--- src/rtl/plt_pkg.sv ---
// ============================================================================
// plt_pkg: shared types and constants for the positional list table
// Item layouts, request and status codes, and the structs passed between
// the controller and the row of storage cells.
// ============================================================================
package plt_pkg;

  // Number of entries the list can hold.
  localparam int CAPACITY = 128;
  // Bits needed to address one cell, and to hold a count of 0..CAPACITY.
  localparam int IDX_W = $clog2(CAPACITY);
  localparam int CNT_W = $clog2(CAPACITY + 1);

  typedef logic [IDX_W-1:0] idx_t;
  typedef logic [CNT_W-1:0] cnt_t;

  // Request kinds.
  localparam logic [2:0] KIND_INSERT = 3'd0;
  localparam logic [2:0] KIND_DELETE = 3'd1;
  localparam logic [2:0] KIND_GET    = 3'd2;
  localparam logic [2:0] KIND_LOCATE = 3'd3;
  localparam logic [2:0] KIND_CLEAR  = 3'd4;

  // Result status codes.
  localparam logic [1:0] ST_OK    = 2'd0;
  localparam logic [1:0] ST_RANGE = 2'd1;
  localparam logic [1:0] ST_FULL  = 2'd2;

  // One request item.
  typedef struct packed {
    logic [2:0]         kind;
    logic [7:0]         position;
    logic signed [31:0] value;
  } in_item_t;

  // One result item.
  typedef struct packed {
    logic [1:0]         status;
    logic signed [31:0] read_value;
    logic [7:0]         found_position;
    logic [7:0]         list_length;
  } out_item_t;

  // Broadcast control from the controller to every cell.
  typedef struct packed {
    logic        ins;     // shift up and write at mpos
    logic        del;     // shift down from mpos
    idx_t        mpos;    // 0-based position for insert or delete
    logic [31:0] mval;    // value written by insert
    logic        is_get;  // search wave looks for spos, else for sval
    idx_t        spos;    // 0-based position for get
    cnt_t        cnt;     // current list length
    logic [31:0] sval;    // value searched by locate
  } cell_ctl_t;

  // Search wave handed from cell to cell.
  typedef struct packed {
    logic        vld;
    logic        fnd;
    logic [31:0] data;
    idx_t        idx;
  } wave_t;

endpackage

--- src/rtl/plt_cell.sv ---
// ============================================================================
// plt_cell: one storage cell of the positional list table
// Holds one list entry, shifts with its neighbors on insert and delete, and
// passes the search wave on to the next cell, one cell per cycle.
// ============================================================================
module plt_cell (
  input  logic                clk,
  input  logic                rst_n,
  input  plt_pkg::idx_t       idx,
  input  plt_pkg::cell_ctl_t  ctl,
  input  logic [31:0]         left_data,
  input  logic [31:0]         right_data,
  output logic [31:0]         data_out,
  input  plt_pkg::wave_t      wave_in,
  output plt_pkg::wave_t      wave_out
);

  logic [31:0]    data_r;
  logic [31:0]    data_nxt;
  plt_pkg::wave_t wave_r;
  plt_pkg::wave_t wave_nxt;
  logic           hit;

  // Insert opens a gap at mpos; delete closes the gap at mpos.
  always_comb begin
    data_nxt = data_r;
    if (ctl.ins) begin
      if (idx > ctl.mpos) begin
        data_nxt = left_data;
      end else if (idx == ctl.mpos) begin
        data_nxt = ctl.mval;
      end
    end else if (ctl.del) begin
      if (idx >= ctl.mpos) begin
        data_nxt = right_data;
      end
    end
  end

  // This cell matches a get by its position, a locate by its contents.
  always_comb begin
    if (ctl.is_get) begin
      hit = (idx == ctl.spos);
    end else begin
      hit = (plt_pkg::cnt_t'(idx) < ctl.cnt) && (data_r == ctl.sval);
    end
  end

  // The first hit along the chain is kept; later cells only forward it.
  always_comb begin
    wave_nxt.vld  = wave_in.vld;
    wave_nxt.fnd  = wave_in.fnd | hit;
    wave_nxt.data = wave_in.fnd ? wave_in.data : data_r;
    wave_nxt.idx  = wave_in.fnd ? wave_in.idx : idx;
  end

  // Entry storage.
  always_ff @(posedge clk) begin
    data_r <= data_nxt;
  end

  // Wave register; only the valid flag is reset.
  always_ff @(posedge clk) begin
    if (!rst_n) begin
      wave_r.vld <= 1'b0;
    end else begin
      wave_r.vld <= wave_nxt.vld;
    end
    wave_r.fnd  <= wave_nxt.fnd;
    wave_r.data <= wave_nxt.data;
    wave_r.idx  <= wave_nxt.idx;
  end

  assign data_out = data_r;
  assign wave_out = wave_r;

endmodule

--- config.mk ---
export PLATFORM = sky130hd
export DESIGN_NAME = plt_cell
export DESIGN_NICKNAME = d
export VERILOG_FILES = /design/src/rtl/plt_pkg.sv /design/src/rtl/plt_cell.sv
export SDC_FILE = /design/constraint.sdc
export NUM_CORES = 1
export LEC_CHECK = 0
export ABC_AREA = 1
export BUFFER_PORTS_ARGS = -buffer_cell sky130_fd_sc_hd__buf_2
export CAP_MARGIN = 15
export CORE_AREA = 2 2 106 108
export CTS_CLUSTER_DIAMETER = 200
export DETAILED_ROUTE_END_ITERATION = 16
export DIE_AREA = 0 0 108 110
export PLACE_DENSITY = 0.84
export SLEW_MARGIN = 20
export SYNTH_ARGS = -nofsm -noshare
export SYNTH_HDL_FRONTEND = slang
export SYNTH_SLANG_ARGS = --single-unit
--- constraint.sdc ---
create_clock -name clk -period 4.3 [get_ports clk]
set_input_delay 0.86 -clock clk [delete_from_list [all_inputs] [get_ports clk]]
set_output_delay 0.86 -clock clk [all_outputs]
set_load 0.005 [all_outputs]
# Word-level counts from Yosys, hierarchy flattened
# Cells that the tools add are included.
# word_totals
reg_bits	73
output_inout_bits	73
wordCells	25
# classes
order_cmp	3
eq_ne	4
n_mux	8
n_bitwise	1
n_reduce_logical	4
# op_table
operator	count
32-bit 2-to-1 mux	6
32-bit equality test	1
7-bit equality test	2
7-bit by 8-bit < comparator with 1-bit output	1
7-bit greater-or-equal comparator	1
7-bit > comparator	1
7-bit 2-to-1 mux	1
2-bit nonzero test	2
3-bit by 1-bit inequality test with 1-bit output (second input constant)	1
3-bit AND reduction	1
1-bit logical AND	1
1-bit 2-to-1 mux	1
1-bit OR	1

# Depth between registers and ports, before layout
# logic_depth
word_depth	4
mapped_depth	11

# Worst setup path after synthesis
# No wires, ideal clock.
# synth_timing
path_kind	input to register
from	in ctl[86] (netlist bit)
to	reg data_r[0] (netlist: data_out[0]), enable pin
arrival_time_ps	2531
path_slack_ps	1383
cell_stages	9
n_path_buf	1
cell_sequence	inv_1 ha_1 nand2_1 nor2_2 nand4_4 buf_2 nand3_1 o21ai_0 inv_1
# synth_via
elab_chain_cells	3
elab_cells_between_ends	6
# synth_rtl
item	line	text
start: declaration	plt_cell.sv:10	input plt_pkg::cell_ctl_t ctl,
7-bit > comparator, or another cell as far along	plt_cell.sv:28	if (idx > ctl.mpos) begin
3-bit by 1-bit inequality test with 1-bit output (no line) or 2-bit nonzero test (tied branches)	--	
3-bit AND reduction (no line) (*)	--	
end signal: assignment	plt_cell.sv:59	data_r <= data_nxt;
end: declaration	plt_cell.sv:18	logic [31:0] data_r;
# Every way passes the cells marked *; elsewhere a longest branch is shown, timed or not.
# A chain may end at the register's enable or synchronous reset.

# Worst setup path after layout
# layout_timing
from	in idx[6]
to	reg data_r[23] (netlist: data_out[23]), enable pin
# layout_via
elab_chain_cells	3
elab_cells_between_ends	6
# layout_rtl
item	line	text
start: declaration	plt_cell.sv:9	input plt_pkg::idx_t idx,
7-bit > comparator, or another cell as far along	plt_cell.sv:28	
3-bit by 1-bit inequality test with 1-bit output (no line) or 2-bit nonzero test (tied branches)	--	
3-bit AND reduction (no line) (*)	--	
# Marks and branches as above.

==> impl_summary.log <==
[metrics] Setup Slack @ Placement: approximately 1.1 ns
[metrics] Avg Cell Area, Syn: 7.46 µm²
[metrics] clk_skew: around 0.012 ns
[metrics] growth of design area from synthesis to finish: 38.0%
[metrics] Highest Clock Rate: 355 MHz
[metrics] cell with the largest stage delay on the worst path: sky130_fd_sc_hd__nand4_4
[metrics] top post-synthesis cells by count: sky130_fd_sc_hd__nand2_1, sky130_fd_sc_hd__inv_1, sky130_fd_sc_hd__dfxtp_1
[metrics] filler-free cell count of the finished design: 982
[metrics] leakage power figure: 3.33 nW
[metrics] required time at the endpoint of the critical path: about 4.3 ns
[metrics] number of buffers added by the clock tree synthesis step: 9
[metrics] Worst Setup Slack, final: ~1.5 ns
[metrics] async set or reset register ratio after synthesis: 0%
[metrics] cell area after placement: roughly 5700 µm²
[metrics] syn nets: 787
[metrics] Max Buffers Root-to-Sink: 2
[metrics] sequential-to-total area share from yosys stat: 41.8%
[metrics] number of synthesized flops with an enable pin: 32
[metrics] reg2reg path depth: 9
[metrics] Worst Setup End Kind: register
[metrics] CTS HTree Levels: 3
[metrics] CP arrival: 2.81 ns
[metrics] clk slew on worst S/H paths: 0.08 ns
[metrics] post-layout instance area: 5880 µm²
[metrics] die height: 110 µm
[metrics] DRT Pass-1 Iters: 5
[metrics] CORE AREA: roughly 11000 µm²
[metrics] DRT antenna net count: 0
[metrics] maximum number of pins on one net before global-route repair: between 40 and 50
[metrics] path type of the worst setup path: in2reg
[metrics] post-placement cell count: 965
[metrics] overall die area: 11900 µm²
[metrics] number of different library cells in the post-synthesis netlist: 27
[metrics] number of sinks on the clock net: 73
[metrics] residual overflow from global routing: 0
[metrics] CTS Hold Bufs: 0
[metrics] portion of total power attributed to combinational logic: a little over a quarter
[metrics] net switching power: 592 µW
[metrics] Clk network pwr share: 25.1%
[metrics] library cell occupying the most area in the post-synthesis netlist: sky130_fd_sc_hd__edfxtp_1
[metrics] layout cell share with drive strength beyond 1: 37.2%
[metrics] final hold viol count: 0
[metrics] sequential share of power: 48.0%
[metrics] vias in the first global route: 4172
[metrics] Synth Warn #: 0
[metrics] die width: 108 µm
[metrics] GRT Util Overall: 23.2%
[metrics] starting density of the core: 39.8%
[metrics] number of pins exceeding their max-slew limit in the final report: 0
[metrics] worst-path maximum fanout: 34
[metrics] HPWL reported at the end of detailed placement: 11500 µm
[metrics] number of instances in the synthesized netlist: about 570
[metrics] CP Depth: 9
[metrics] net total in the final layout: approximately 1100
[metrics] Slew Limit Headroom: 32.0%
[metrics] area of the mapped netlist: 4260 µm²
[metrics] number of I/O port buffers: 275
[metrics] buffers inserted during post-CTS setup optimization: 0
[metrics] highest cell delay on the worst timing path: roughly 0.45 ns
[metrics] internal power component: 1.29 mW
[metrics] status: complete, no violations
[metrics] overall routed net length: approximately 14000 µm
[metrics] hold depth: 1
[metrics] Worst Setup Start Kind: input port
[metrics] number of synthesized register bits: 73
[metrics] 1st-iter DRT viols: 263
[metrics] average routed wire per standard cell: 14.4 µm
[metrics] cells traversed along the worst timing path: buf_2 -> ha_1 -> nand2_1 -> nor2_2 -> nand4_4 -> nand3_1 -> o21ai_0 -> inv_1 -> buf_4
[metrics] cells taking the most area after synthesis: sky130_fd_sc_hd__edfxtp_1, sky130_fd_sc_hd__dfxtp_1, sky130_fd_sc_hd__nand2_1
[metrics] CP bufs+invs: 3
[metrics] max-capacitance violation count: 0
[metrics] total vias in the final route: around 4500
[metrics] setup violation total in the final timing report: 0
[metrics] cell chosen for the clock root: sky130_fd_sc_hd__clkbuf_8
[metrics] final clock period utilization by the worst path: between 60% and 70%
[metrics] switching power as a share of total power: between 30% and 40%
[metrics] TritonCTS clock tree: done
[metrics] share of the synthesized area in the top cell type: 22.6%
[metrics] power density of the placed cells: 321 nW/µm²
[metrics] Skew-Pair Late Insertion Delay: 0.34 ns
[metrics] final weighted congestion in routability-driven placement: 0.930
[metrics] aggregate negative setup slack: 0 ns
[metrics] first-pass GRT wire length: 20700 µm
[metrics] count leader, synth: sky130_fd_sc_hd__nand2_1
[metrics] predominant post-synthesis flop cell: sky130_fd_sc_hd__dfxtp_1
[metrics] Row Count: 38
[metrics] gate family responsible for the most delay along the worst path: simple AND/OR/NAND/NOR gates
[metrics] setup repair after global routing missed its margin: false
[metrics] min Tclk post-route: 2.82 ns
[metrics] worst slew pin tran: 1.02 ns
[metrics] Top-Level Pins: 276
[metrics] # DRC: 0
[metrics] Peak VDD IR: 0.146 mV
[metrics] Worst Hold Class: reg2reg
[metrics] initial antenna violation count: 0
[metrics] final-layout fill cell count: ~1100
[metrics] post-CTS resize count: 0
[metrics] DR vias/cell: 4.58
-- metrics by stage --
step	total power [mW]	util [%]	hold slack (ns)
after floorplan	1.16	-	0.541
after CTS	1.91	54.9	0.581
after global routing	2.02	54.9	0.605
after detailed placement	1.43	53.3	0.563
final	1.89	54.9	0.578
after global placement	1.42	53.3	0.541
-- per-layer routing --
metal  GRT usage, %  routed length [µm]  vias to the layer above
li1               -                   -                     2311
met1           29.1                5830                     1944
met2           39.4                6950                      205
met3           4.47                 966                       35
met4           9.62                 355                        0
met5              0                   0                        -
-- kinds of logic after synthesis --
logic type               synth area share (%)
AND/OR/NAND/NOR                          31.2
buffers and inverters                    11.2
flip-flops                               41.8
AO/OA/AOI/OAI                            4.88
XOR/XNOR                                 3.08
multiplexers                             3.97
adder cells (fa/ha/maj)                  3.82
-- area by class of cell --
class	instances	area (µm²)	area share, %
sequential	73	1780	30.3
antenna	1	2.50	0.0426
timing repair buffer	277	1390	23.7
tap	140	175	2.98
inverter	94	353	6.01
multi-input combinational	381	2000	34.1
clock inverter	6	33.8	0.575
clock buffer	10	138	2.34
-- final timing paths --
path,from,to,slack (ns)
worst max-delay path,idx[6],data_out[23],1.48
worst max register to register,data_out[11],wave_out[39],3.01
worst min register to register,data_out[25],wave_out[32],0.58
worst min-delay path,data_out[25],wave_out[32],0.58
-- flip-flops by register name, summed over array words and instances, names as in the netlist --
signal and flops:
data_out 32, wave_out 41
-- placed cells by master (no fill, tap or decap), drive strengths merged --
| cell | Yosys | final |
|---|---|---|
| clkbuf | 9 | 10 |
| mux2 | 15 | 15 |
| buf | 14 | 277 |
| a21o | 1 | 1 |
| clkinvlp | 0 | 1 |
| nand3b | 32 | 32 |
| o21ai | 31 | 31 |
| nand2 | 204 | 204 |
| diode | 0 | 1 |
| nor3 | 1 | 1 |
| nand4 | 4 | 4 |
| a21oi | 7 | 7 |
| xnor2 | 10 | 10 |
| dfxtp | 41 | 41 |
| nor2 | 23 | 23 |
| clkinv | 0 | 5 |
| nand3 | 34 | 34 |
| o22ai | 1 | 1 |
| xor2 | 5 | 5 |
| inv | 94 | 94 |
| edfxtp | 32 | 32 |
| ha | 13 | 13 |
-- power groups by stage --
stage | combinational, mW | sequential (mW) | clock, mW
5_1_grt | 0.577 | 0.916 | 0.523
6_report | 0.508 | 0.905 | 0.473
4_1_cts | 0.512 | 0.907 | 0.490
3_5_place_dp | 0.510 | 0.923 | 0
2_1_floorplan | 0.258 | 0.906 | 0
3_3_place_gp | 0.500 | 0.917 | 0
(Power assumes the default switching activity.)
