### config.mk
export PLATFORM = sky130hd
export DESIGN_NAME = plt_ctrl
export DESIGN_NICKNAME = d
export VERILOG_FILES = /design/src/rtl/plt_pkg.sv /design/src/rtl/plt_ctrl.sv
export SDC_FILE = /design/constraint.sdc
export NUM_CORES = 1
export LEC_CHECK = 0
export ABC_AREA = 1
export BUFFER_PORTS_ARGS = -buffer_cell sky130_fd_sc_hd__buf_2
export CELL_PAD_IN_SITES_DETAIL_PLACEMENT = 1
export CELL_PAD_IN_SITES_GLOBAL_PLACEMENT = 1
export CORE_UTILIZATION = 31
export CTS_CLUSTER_DIAMETER = 50
export CTS_CLUSTER_SIZE = 25
export DETAILED_ROUTE_END_ITERATION = 6
export HOLD_SLACK_MARGIN = 0.08
export PLACE_DENSITY_LB_ADDON = 0.1
export SLEW_MARGIN = 20
export SYNTH_ARGS = -nofsm -noshare
export SYNTH_HDL_FRONTEND = slang
export SYNTH_SLANG_ARGS = --single-unit
### constraint.sdc
create_clock -name clk -period 3.8 [get_ports clk]
set_clock_uncertainty 0.05 [all_clocks]
set_input_delay 0.57 -clock clk [delete_from_list [all_inputs] [get_ports clk]]
set_output_delay 0.57 -clock clk [all_outputs]
set_load 0.02 [all_outputs]
### src/rtl/plt_pkg.sv
// ============================================================================
// plt_pkg: shared types and constants for the positional list table
// Item layouts, request and status codes, and the structs passed between
// the controller and the row of storage cells.
// ============================================================================
package plt_pkg;

  // Number of entries the list can hold.
  localparam int CAPACITY = 128;
  // Bits needed to address one cell, and to hold a count of 0..CAPACITY.
  localparam int IDX_W = $clog2(CAPACITY);
  localparam int CNT_W = $clog2(CAPACITY + 1);

  typedef logic [IDX_W-1:0] idx_t;
  typedef logic [CNT_W-1:0] cnt_t;

  // Request kinds.
  localparam logic [2:0] KIND_INSERT = 3'd0;
  localparam logic [2:0] KIND_DELETE = 3'd1;
  localparam logic [2:0] KIND_GET    = 3'd2;
  localparam logic [2:0] KIND_LOCATE = 3'd3;
  localparam logic [2:0] KIND_CLEAR  = 3'd4;

  // Result status codes.
  localparam logic [1:0] ST_OK    = 2'd0;
  localparam logic [1:0] ST_RANGE = 2'd1;
  localparam logic [1:0] ST_FULL  = 2'd2;

  // One request item.
  typedef struct packed {
    logic [2:0]         kind;
    logic [7:0]         position;
    logic signed [31:0] value;
  } in_item_t;

  // One result item.
  typedef struct packed {
    logic [1:0]         status;
    logic signed [31:0] read_value;
    logic [7:0]         found_position;
    logic [7:0]         list_length;
  } out_item_t;

  // Broadcast control from the controller to every cell.
  typedef struct packed {
    logic        ins;     // shift up and write at mpos
    logic        del;     // shift down from mpos
    idx_t        mpos;    // 0-based position for insert or delete
    logic [31:0] mval;    // value written by insert
    logic        is_get;  // search wave looks for spos, else for sval
    idx_t        spos;    // 0-based position for get
    cnt_t        cnt;     // current list length
    logic [31:0] sval;    // value searched by locate
  } cell_ctl_t;

  // Search wave handed from cell to cell.
  typedef struct packed {
    logic        vld;
    logic        fnd;
    logic [31:0] data;
    idx_t        idx;
  } wave_t;

endpackage

### src/rtl/plt_ctrl.sv
// ============================================================================
// plt_ctrl: request controller of the positional list table
// Checks positions, keeps the list length, drives the cell controls, starts
// the search wave and holds the result item until it is taken.
// ============================================================================
module plt_ctrl (
  input  logic                clk,
  input  logic                rst_n,
  input  logic                in_valid,
  output logic                in_stall,
  input  plt_pkg::in_item_t   in_item,
  output logic                out_valid,
  input  logic                out_stall,
  output plt_pkg::out_item_t  out_item,
  output plt_pkg::cell_ctl_t  ctl,
  output logic                start,
  input  plt_pkg::wave_t      wave_last
);

  typedef enum logic [1:0] {
    S_IDLE = 2'b01,
    S_SCAN = 2'b10
  } state_t;

  state_t             state_r, state_nxt;
  plt_pkg::cnt_t      count_r, count_nxt;
  logic               start_r, start_nxt;
  logic               sget_r, sget_nxt;
  plt_pkg::idx_t      spos_r, spos_nxt;
  logic [31:0]        sval_r, sval_nxt;
  logic               out_valid_r, out_valid_nxt;
  plt_pkg::out_item_t out_item_r, out_item_nxt;

  logic               accept;
  logic [15:0]        pos_w;
  logic [15:0]        cnt_w;
  logic               ins_pos_ok;
  logic               rd_pos_ok;
  logic               full;
  logic               do_ins;
  logic               do_del;
  plt_pkg::idx_t      req_idx;
  plt_pkg::cnt_t      found_cnt;

  // Accept only when idle and the output register is free or emptying.
  assign in_stall = (state_r != S_IDLE) || (out_valid_r && out_stall);
  assign accept   = in_valid && !in_stall;

  // Position checks against the current length.
  assign pos_w      = 16'(in_item.position);
  assign cnt_w      = 16'(count_r);
  assign ins_pos_ok = (in_item.position != 8'd0) && (pos_w <= cnt_w + 16'd1);
  assign rd_pos_ok  = (in_item.position != 8'd0) && (pos_w <= cnt_w);
  assign full       = (count_r == plt_pkg::cnt_t'(plt_pkg::CAPACITY));
  assign req_idx    = plt_pkg::idx_t'(in_item.position - 8'd1);
  assign found_cnt  = plt_pkg::cnt_t'(wave_last.idx) + plt_pkg::cnt_t'(1);

  // Request decode, result formation and sequencing.
  always_comb begin
    state_nxt     = state_r;
    count_nxt     = count_r;
    start_nxt     = 1'b0;
    sget_nxt      = sget_r;
    spos_nxt      = spos_r;
    sval_nxt      = sval_r;
    out_valid_nxt = out_valid_r;
    out_item_nxt  = out_item_r;
    do_ins        = 1'b0;
    do_del        = 1'b0;

    if (out_valid_r && !out_stall) begin
      out_valid_nxt = 1'b0;
    end

    unique case (state_r)
      S_IDLE: begin
        if (accept) begin
          out_item_nxt.status         = plt_pkg::ST_OK;
          out_item_nxt.read_value     = '0;
          out_item_nxt.found_position = '0;
          out_valid_nxt               = 1'b1;
          unique case (in_item.kind)
            plt_pkg::KIND_INSERT: begin
              if (!ins_pos_ok) begin
                out_item_nxt.status = plt_pkg::ST_RANGE;
              end else if (full) begin
                out_item_nxt.status = plt_pkg::ST_FULL;
              end else begin
                do_ins    = 1'b1;
                count_nxt = count_r + plt_pkg::cnt_t'(1);
              end
            end
            plt_pkg::KIND_DELETE: begin
              if (!rd_pos_ok) begin
                out_item_nxt.status = plt_pkg::ST_RANGE;
              end else begin
                do_del    = 1'b1;
                count_nxt = count_r - plt_pkg::cnt_t'(1);
              end
            end
            plt_pkg::KIND_GET: begin
              if (!rd_pos_ok) begin
                out_item_nxt.status = plt_pkg::ST_RANGE;
              end else begin
                out_valid_nxt = 1'b0;
                start_nxt     = 1'b1;
                sget_nxt      = 1'b1;
                spos_nxt      = req_idx;
                state_nxt     = S_SCAN;
              end
            end
            plt_pkg::KIND_LOCATE: begin
              out_valid_nxt = 1'b0;
              start_nxt     = 1'b1;
              sget_nxt      = 1'b0;
              sval_nxt      = in_item.value;
              state_nxt     = S_SCAN;
            end
            plt_pkg::KIND_CLEAR: begin
              count_nxt = '0;
            end
            default: begin
            end
          endcase
          out_item_nxt.list_length = 8'(count_nxt);
        end
      end
      S_SCAN: begin
        // The wave leaving the last cell carries the answer.
        if (wave_last.vld) begin
          out_valid_nxt               = 1'b1;
          out_item_nxt.status         = plt_pkg::ST_OK;
          out_item_nxt.list_length    = 8'(count_r);
          if (sget_r) begin
            out_item_nxt.read_value     = wave_last.data;
            out_item_nxt.found_position = '0;
          end else begin
            out_item_nxt.read_value     = '0;
            out_item_nxt.found_position = wave_last.fnd ? 8'(found_cnt) : 8'd0;
          end
          state_nxt = S_IDLE;
        end
      end
      default: begin
        state_nxt = S_IDLE;
      end
    endcase
  end

  // Control registers.
  always_ff @(posedge clk) begin
    if (!rst_n) begin
      state_r     <= S_IDLE;
      count_r     <= '0;
      start_r     <= 1'b0;
      out_valid_r <= 1'b0;
    end else begin
      state_r     <= state_nxt;
      count_r     <= count_nxt;
      start_r     <= start_nxt;
      out_valid_r <= out_valid_nxt;
    end
  end

  // Search request and result payload registers.
  always_ff @(posedge clk) begin
    sget_r     <= sget_nxt;
    spos_r     <= spos_nxt;
    sval_r     <= sval_nxt;
    out_item_r <= out_item_nxt;
  end

  // Broadcast to the cells: shifts act on the accepted item, searches on
  // the latched request.
  always_comb begin
    ctl.ins    = do_ins;
    ctl.del    = do_del;
    ctl.mpos   = req_idx;
    ctl.mval   = in_item.value;
    ctl.is_get = sget_r;
    ctl.spos   = spos_r;
    ctl.cnt    = count_r;
    ctl.sval   = sval_r;
  end

  assign start     = start_r;
  assign out_valid = out_valid_r;
  assign out_item  = out_item_r;

endmodule

# == Word level (Yosys, flattened, before mapping) ==
# Cells that the tools add are included.
# classes
addsub,5
multipliers,0
div_mod_pow,0
n_lt_le_gt_ge,2
n_eq_ne,13
shifts,0
muxes,36
bitwise_logic,0
n_reduce_logical,20
# ops
op,count
50-bit 2-to-1 mux,2
50-bit case mux with 2 select lines,1
40-bit 2-to-1 mux,1
8-bit 2-to-1 mux,4
8-bit case mux with 3 select lines,1
1-bit 2-to-1 mux,15
2-bit case mux with 2 select lines,3
4-bit AND reduction,3
2-bit 2-to-1 mux,5
"8-bit by 1-bit adder with 9-bit output, second input constant",1
8-bit by 9-bit less-or-equal comparator with 1-bit output,1
3-bit AND reduction,3
"7-bit by 1-bit adder with 8-bit output, second input constant",1
"8-bit by 1-bit adder with 8-bit output, second input constant",1
"8-bit == test, second input constant",1
8-bit less-or-equal comparator,1
1-bit case mux with 2 select lines,4
8-bit nonzero test,1
"8-bit by 1-bit subtractor with 8-bit output, second input constant",1
"7-bit by 1-bit subtractor with 7-bit output, second input constant",1
"3-bit by 2-bit == test with 1-bit output, second input constant",2
"2-bit != test, second input constant",3
1-bit logical AND,5
2-bit nonzero test,2
12 further kinds,13
# totals
register_bits,102
latchBits,0
mem_bits_rw,0
mem_bits_ro,0
in_bits,88
output_inout_bits,142
elab_cells,87
n_memories,0

# == Depth between registers and ports, before layout ==
# depth
ltp_word,7
ltp_mapped,18

# == Least setup slack after synthesis ==
# Ideal clock, no wire load.
# synth_path
path_kind,input-to-reg
startpoint,in out_stall
endpoint,"reg out_item_r, in the netlist out_item[0] (enable)"
setup_ps,474
arrival_ps,3520
required_ps,3276
setup_slack_ps,-245
cell_stages,4
path_buffers,1
path_cell_list,nand2_1 nand3_1 clkbuf_1 a21oi_1
# synth_between
elab_chain_cells,6
# synth_lines
item,line_no,text
"start, declared",plt_ctrl.sv:13,"input logic out_stall,"
1-bit logical AND,plt_ctrl.sv:46,assign in_stall = (state_r != S_IDLE) || (out_valid_r && out_stall);
1-bit logical OR,plt_ctrl.sv:46,
1-bit logical NOT,plt_ctrl.sv:47,assign accept = in_valid && !in_stall;
1-bit logical AND,plt_ctrl.sv:47,
2-bit != test (no line),--,
3-bit AND reduction (no line),--,
"end signal, assigned",plt_ctrl.sv:170,out_item_r <= out_item_nxt;
"end, declared",plt_ctrl.sv:32,"plt_pkg::out_item_t out_item_r, out_item_nxt;"
# No other way between the ends.
# A chain may end at the register's enable or synchronous reset.

==> impl_results.rst <==
.. list-table::
   :header-rows: 1

   * - Metric
     - Value
   * - Status
     - complete, no violations
   * - Root buffer selected by CTS
     - clkbuf_16
   * - Required time worst endpoint
     - 3.18 ns
   * - Most frequent standard cell in the layout excluding fill and tap cells
     - buf_2
   * - Inserted Clock Buffers
     - 9
   * - Row Count
     - 47
   * - Main flop type after synthesis
     - edfxtp_1
   * - Fraction of layout cells with a size suffix above 1
     - a little over a third
   * - Most frequent cells in the layout
     - 229 x buf_2, 101 x nand2_1, 90 x edfxtp_1
   * - Max cap viols
     - 0
   * - Buffers inserted by post-CTS timing repair
     - 0
   * - Height of the die
     - 133 µm
   * - Sequential share of power
     - approximately 45%
   * - Clock tree buffer depth
     - 2
   * - Pwr per Cell Area
     - 437 mW/mm²
   * - Worst min-delay path class
     - primary input to flip-flop
   * - Async set-reset flop share out of synthesis
     - 0%
   * - Data arrival time of the critical path
     - 2.79 ns
   * - Total standard cell area after synthesis
     - 0.00529 mm²
   * - Critical path start-end classification
     - flip-flop to output port
   * - Register Area
     - 0.00295 mm²
   * - Sum of negative setup slack
     - 0 ns
   * - Final setup violating endpoints
     - 0
   * - Ant. Diodes
     - 0
   * - Routed Antenna Nets
     - 0
   * - Number of distinct library cells after synthesis
     - 34
   * - Global Route Usage Sum
     - 17.5%
   * - Mapped Avg Cell Area
     - just under 10 µm²
   * - Routability congestion estimate from global placement
     - roughly 0.84
   * - Dpl hpwl
     - 11,900 µm
   * - Horizontal die dimension
     - 133 µm
   * - Synth area leader
     - edfxtp_1
   * - Instance count along the most critical hold path
     - 1
   * - GRT Residual Overflow
     - 0
   * - Post-synthesis sequential element count
     - approximately 100
   * - Unrepaired setup endpoints after global routing
     - no
   * - CTS HTree Levels
     - 3
   * - Cell count after synthesis
     - 548
   * - Final Hold Vio Count
     - 0
   * - Synthesized Nets
     - 659
   * - CP endpoint kind
     - output port
   * - Sinks on Clock Net
     - between 100 and 150
   * - Area of the die
     - 0.0176 mm²
   * - Top-Level Pins
     - 230
   * - Post-CTS clock slew at the launch and capture registers of the worst setup and hold paths
     - 0.08 ns
   * - Worst-margin pin slew
     - 0.837 ns
   * - Internal power consumption
     - 2.00 mW
   * - Final critical-path share of the clock period
     - 89.7%
   * - Routed length per instance
     - 15.5 µm
   * - # fillers
     - 2,010
   * - Slew headroom
     - 44.0%
   * - Proportion of netlist area held by the largest area contributor
     - 51.1%
   * - P_sw
     - around 960 µW
   * - Length of the first detailed-routing pass in iterations
     - 5
   * - Fmax
     - 293 MHz
   * - Worst-path maximum fanout
     - 10
   * - Effective utilization at floorplan
     - 31.8%
   * - Part of the power in combinational logic
     - ~23%
   * - Sequential element share of the synthesized area
     - 55.6%
   * - Logic depth of the worst register-to-register path
     - 17
   * - Number of flops mapped to enable cells by yosys
     - 90
   * - Type of element launching the critical path
     - flip-flop
   * - First-iteration detailed-routing DRC count
     - 204
   * - Global-route wire length before repair
     - 23,800 µm
   * - Largest net degree at the start of global routing
     - 33
   * - Cells taking the most area after synthesis
     - edfxtp_1 51%, nand2_1 7.2%, ha_1 5.4%, inv_1 5.4%, buf_4 5.3%
   * - DRC
     - 0
   * - Number of global-route vias before repair
     - 4,550
   * - Number of port buffers
     - 229
   * - Clock latency of the later-clocked register in the worst-skew pair
     - 0.35 ns
   * - Switching part of the total power
     - 32.5%
   * - TritonCTS clock tree
     - built
   * - Highest ir drop seen on vdd
     - between 0.0002 and 0.00025 V
   * - Routed vias
     - 4,344
   * - Minimum hold slack
     - around 0.35 ns
   * - Via-per-instance ratio
     - 4.46
   * - Clk network pwr share
     - 31.9%
   * - Post-layout net count
     - 861
   * - Final critical path time including I/O delays and setup
     - about 3.4 ns
   * - Number of max-slew violations in the final report
     - 0
   * - Standby leakage power
     - 3.31 nW
   * - Total area of multi-input combinational cells
     - 0.00173 mm²
   * - P&R area growth vs syn
     - 28.1%
   * - Total length of routed wires
     - 15,100 µm
   * - Number of antenna violations at the first check in global routing
     - 0
   * - Core Region
     - 0.0166 mm²
   * - Number of warning messages in the yosys log
     - 0
## routing by layer
layer	vias up	GRT usage [%]	part of all wire (%)
li1	2163	-	-
met1	2048	21.0	43
met2	122	31.5	52
met3	11	3.41	3.8
met4	0	5.24	1.1
met5	-	0	0
## power by group through the flow
stage	Sequential (mW)	Clock (mW)	Combinational, mW
after floorplan	1.45	0	0.370
after global placement	1.36	0	0.668
after detailed placement	1.37	0	0.685
after CTS	1.34	0.977	0.686
after global routing	1.35	1.02	0.752
final	1.34	0.945	0.675
## cell families (layout without fill, tap and decap cells)
family | count (synthesis) | after routing | share of synthesized area, %
AND/OR/NAND/NOR | 251 | 251 | 21.2
buffers and inverters | 126 | 333 | 12.0
flip-flops | 102 | 102 | 55.6
AO/OA/AOI/OAI | 29 | 29 | 2.96
adder cells (fa/ha/maj) | 23 | 23 | 5.44
XOR/XNOR | 17 | 17 | 2.82
## what timing repair did
action	4_1_cts	5_1_grt
setup endpoints to repair	0	1
hold buffers	0	0
gates resized for setup	0	2
## through the flow
step	util, %	worst slack (ns)	cell area [µm²]	power (mW)	std cells
detailed placement	38.8	0.662	6450	2.05	959
floorplan	-	0.732	5290	1.82	548
global placement	38.8	0.775	6450	2.03	959
finish	40.7	0.392	6770	2.96	975
CTS	40.7	0.260	6770	3.01	975
global route	40.7	0.0651	6770	3.12	975
## state kept, by name (all words and copies together), names as in the netlist
| signal | cells |
|---|---|
| start | 1 |
| out_item | 50 |
| count_r | 8 |
| out_valid | 1 |
| state_r | 2 |
| spos_r | 7 |
| sval_r | 32 |
| sget_r | 1 |
## final timing paths
kind | end | slack (ns) | start
worst max register to register | out_item[2] | 1.00 | count_r[1]
worst max-delay path | ctl[88] | 0.39 | count_r[1]
worst min register to register | state_r[0] | 0.42 | state_r[0]
worst min-delay path | sval_r[22] | 0.35 | in_item[22]
## cells in the mapped netlist, types with 3 or more instances
| cell type | instances |
|---|---|
| a21oi_1 | 21 |
| buf_4 | 37 |
| clkbuf_1 | 5 |
| dfxtp_1 | 12 |
| edfxtp_1 | 90 |
| ha_1 | 23 |
| inv_1 | 76 |
| nand2_1 | 102 |
| nand2_2 | 3 |
| nand3_1 | 47 |
| nand3_2 | 4 |
| nand4_1 | 10 |
| nor2_1 | 66 |
| nor2_2 | 3 |
| nor3_1 | 6 |
| o21ai_0 | 4 |
| xnor2_1 | 3 |
| xor2_1 | 14 |
## critical path, cell delays in order (launching register included)
cell	delay [ns]
dfxtp_1	0.44
ha_1	0.23
nand2_1	0.10
nor2_4	0.15
nand2_1	0.08
xor2_1	0.17
ha_1	0.32
nand3_1	0.11
a21oi_2	0.14
nand3_1	0.12
nand2_4	0.16
nand2_2	0.08
nor3_1	0.13
buf_2	0.20
## final cells by class
class	instances	area share, %
Inverter	81	4.56
Clock buffer	9	3.32
Timing Repair Buffer	236	17.7
Tap cell	220	4.06
Multi-Input combinational cell	320	25.5
Clock inverter	7	1.35
Sequential cell	102	43.5
No activity file was read; power rests on OpenSTA's default activity.
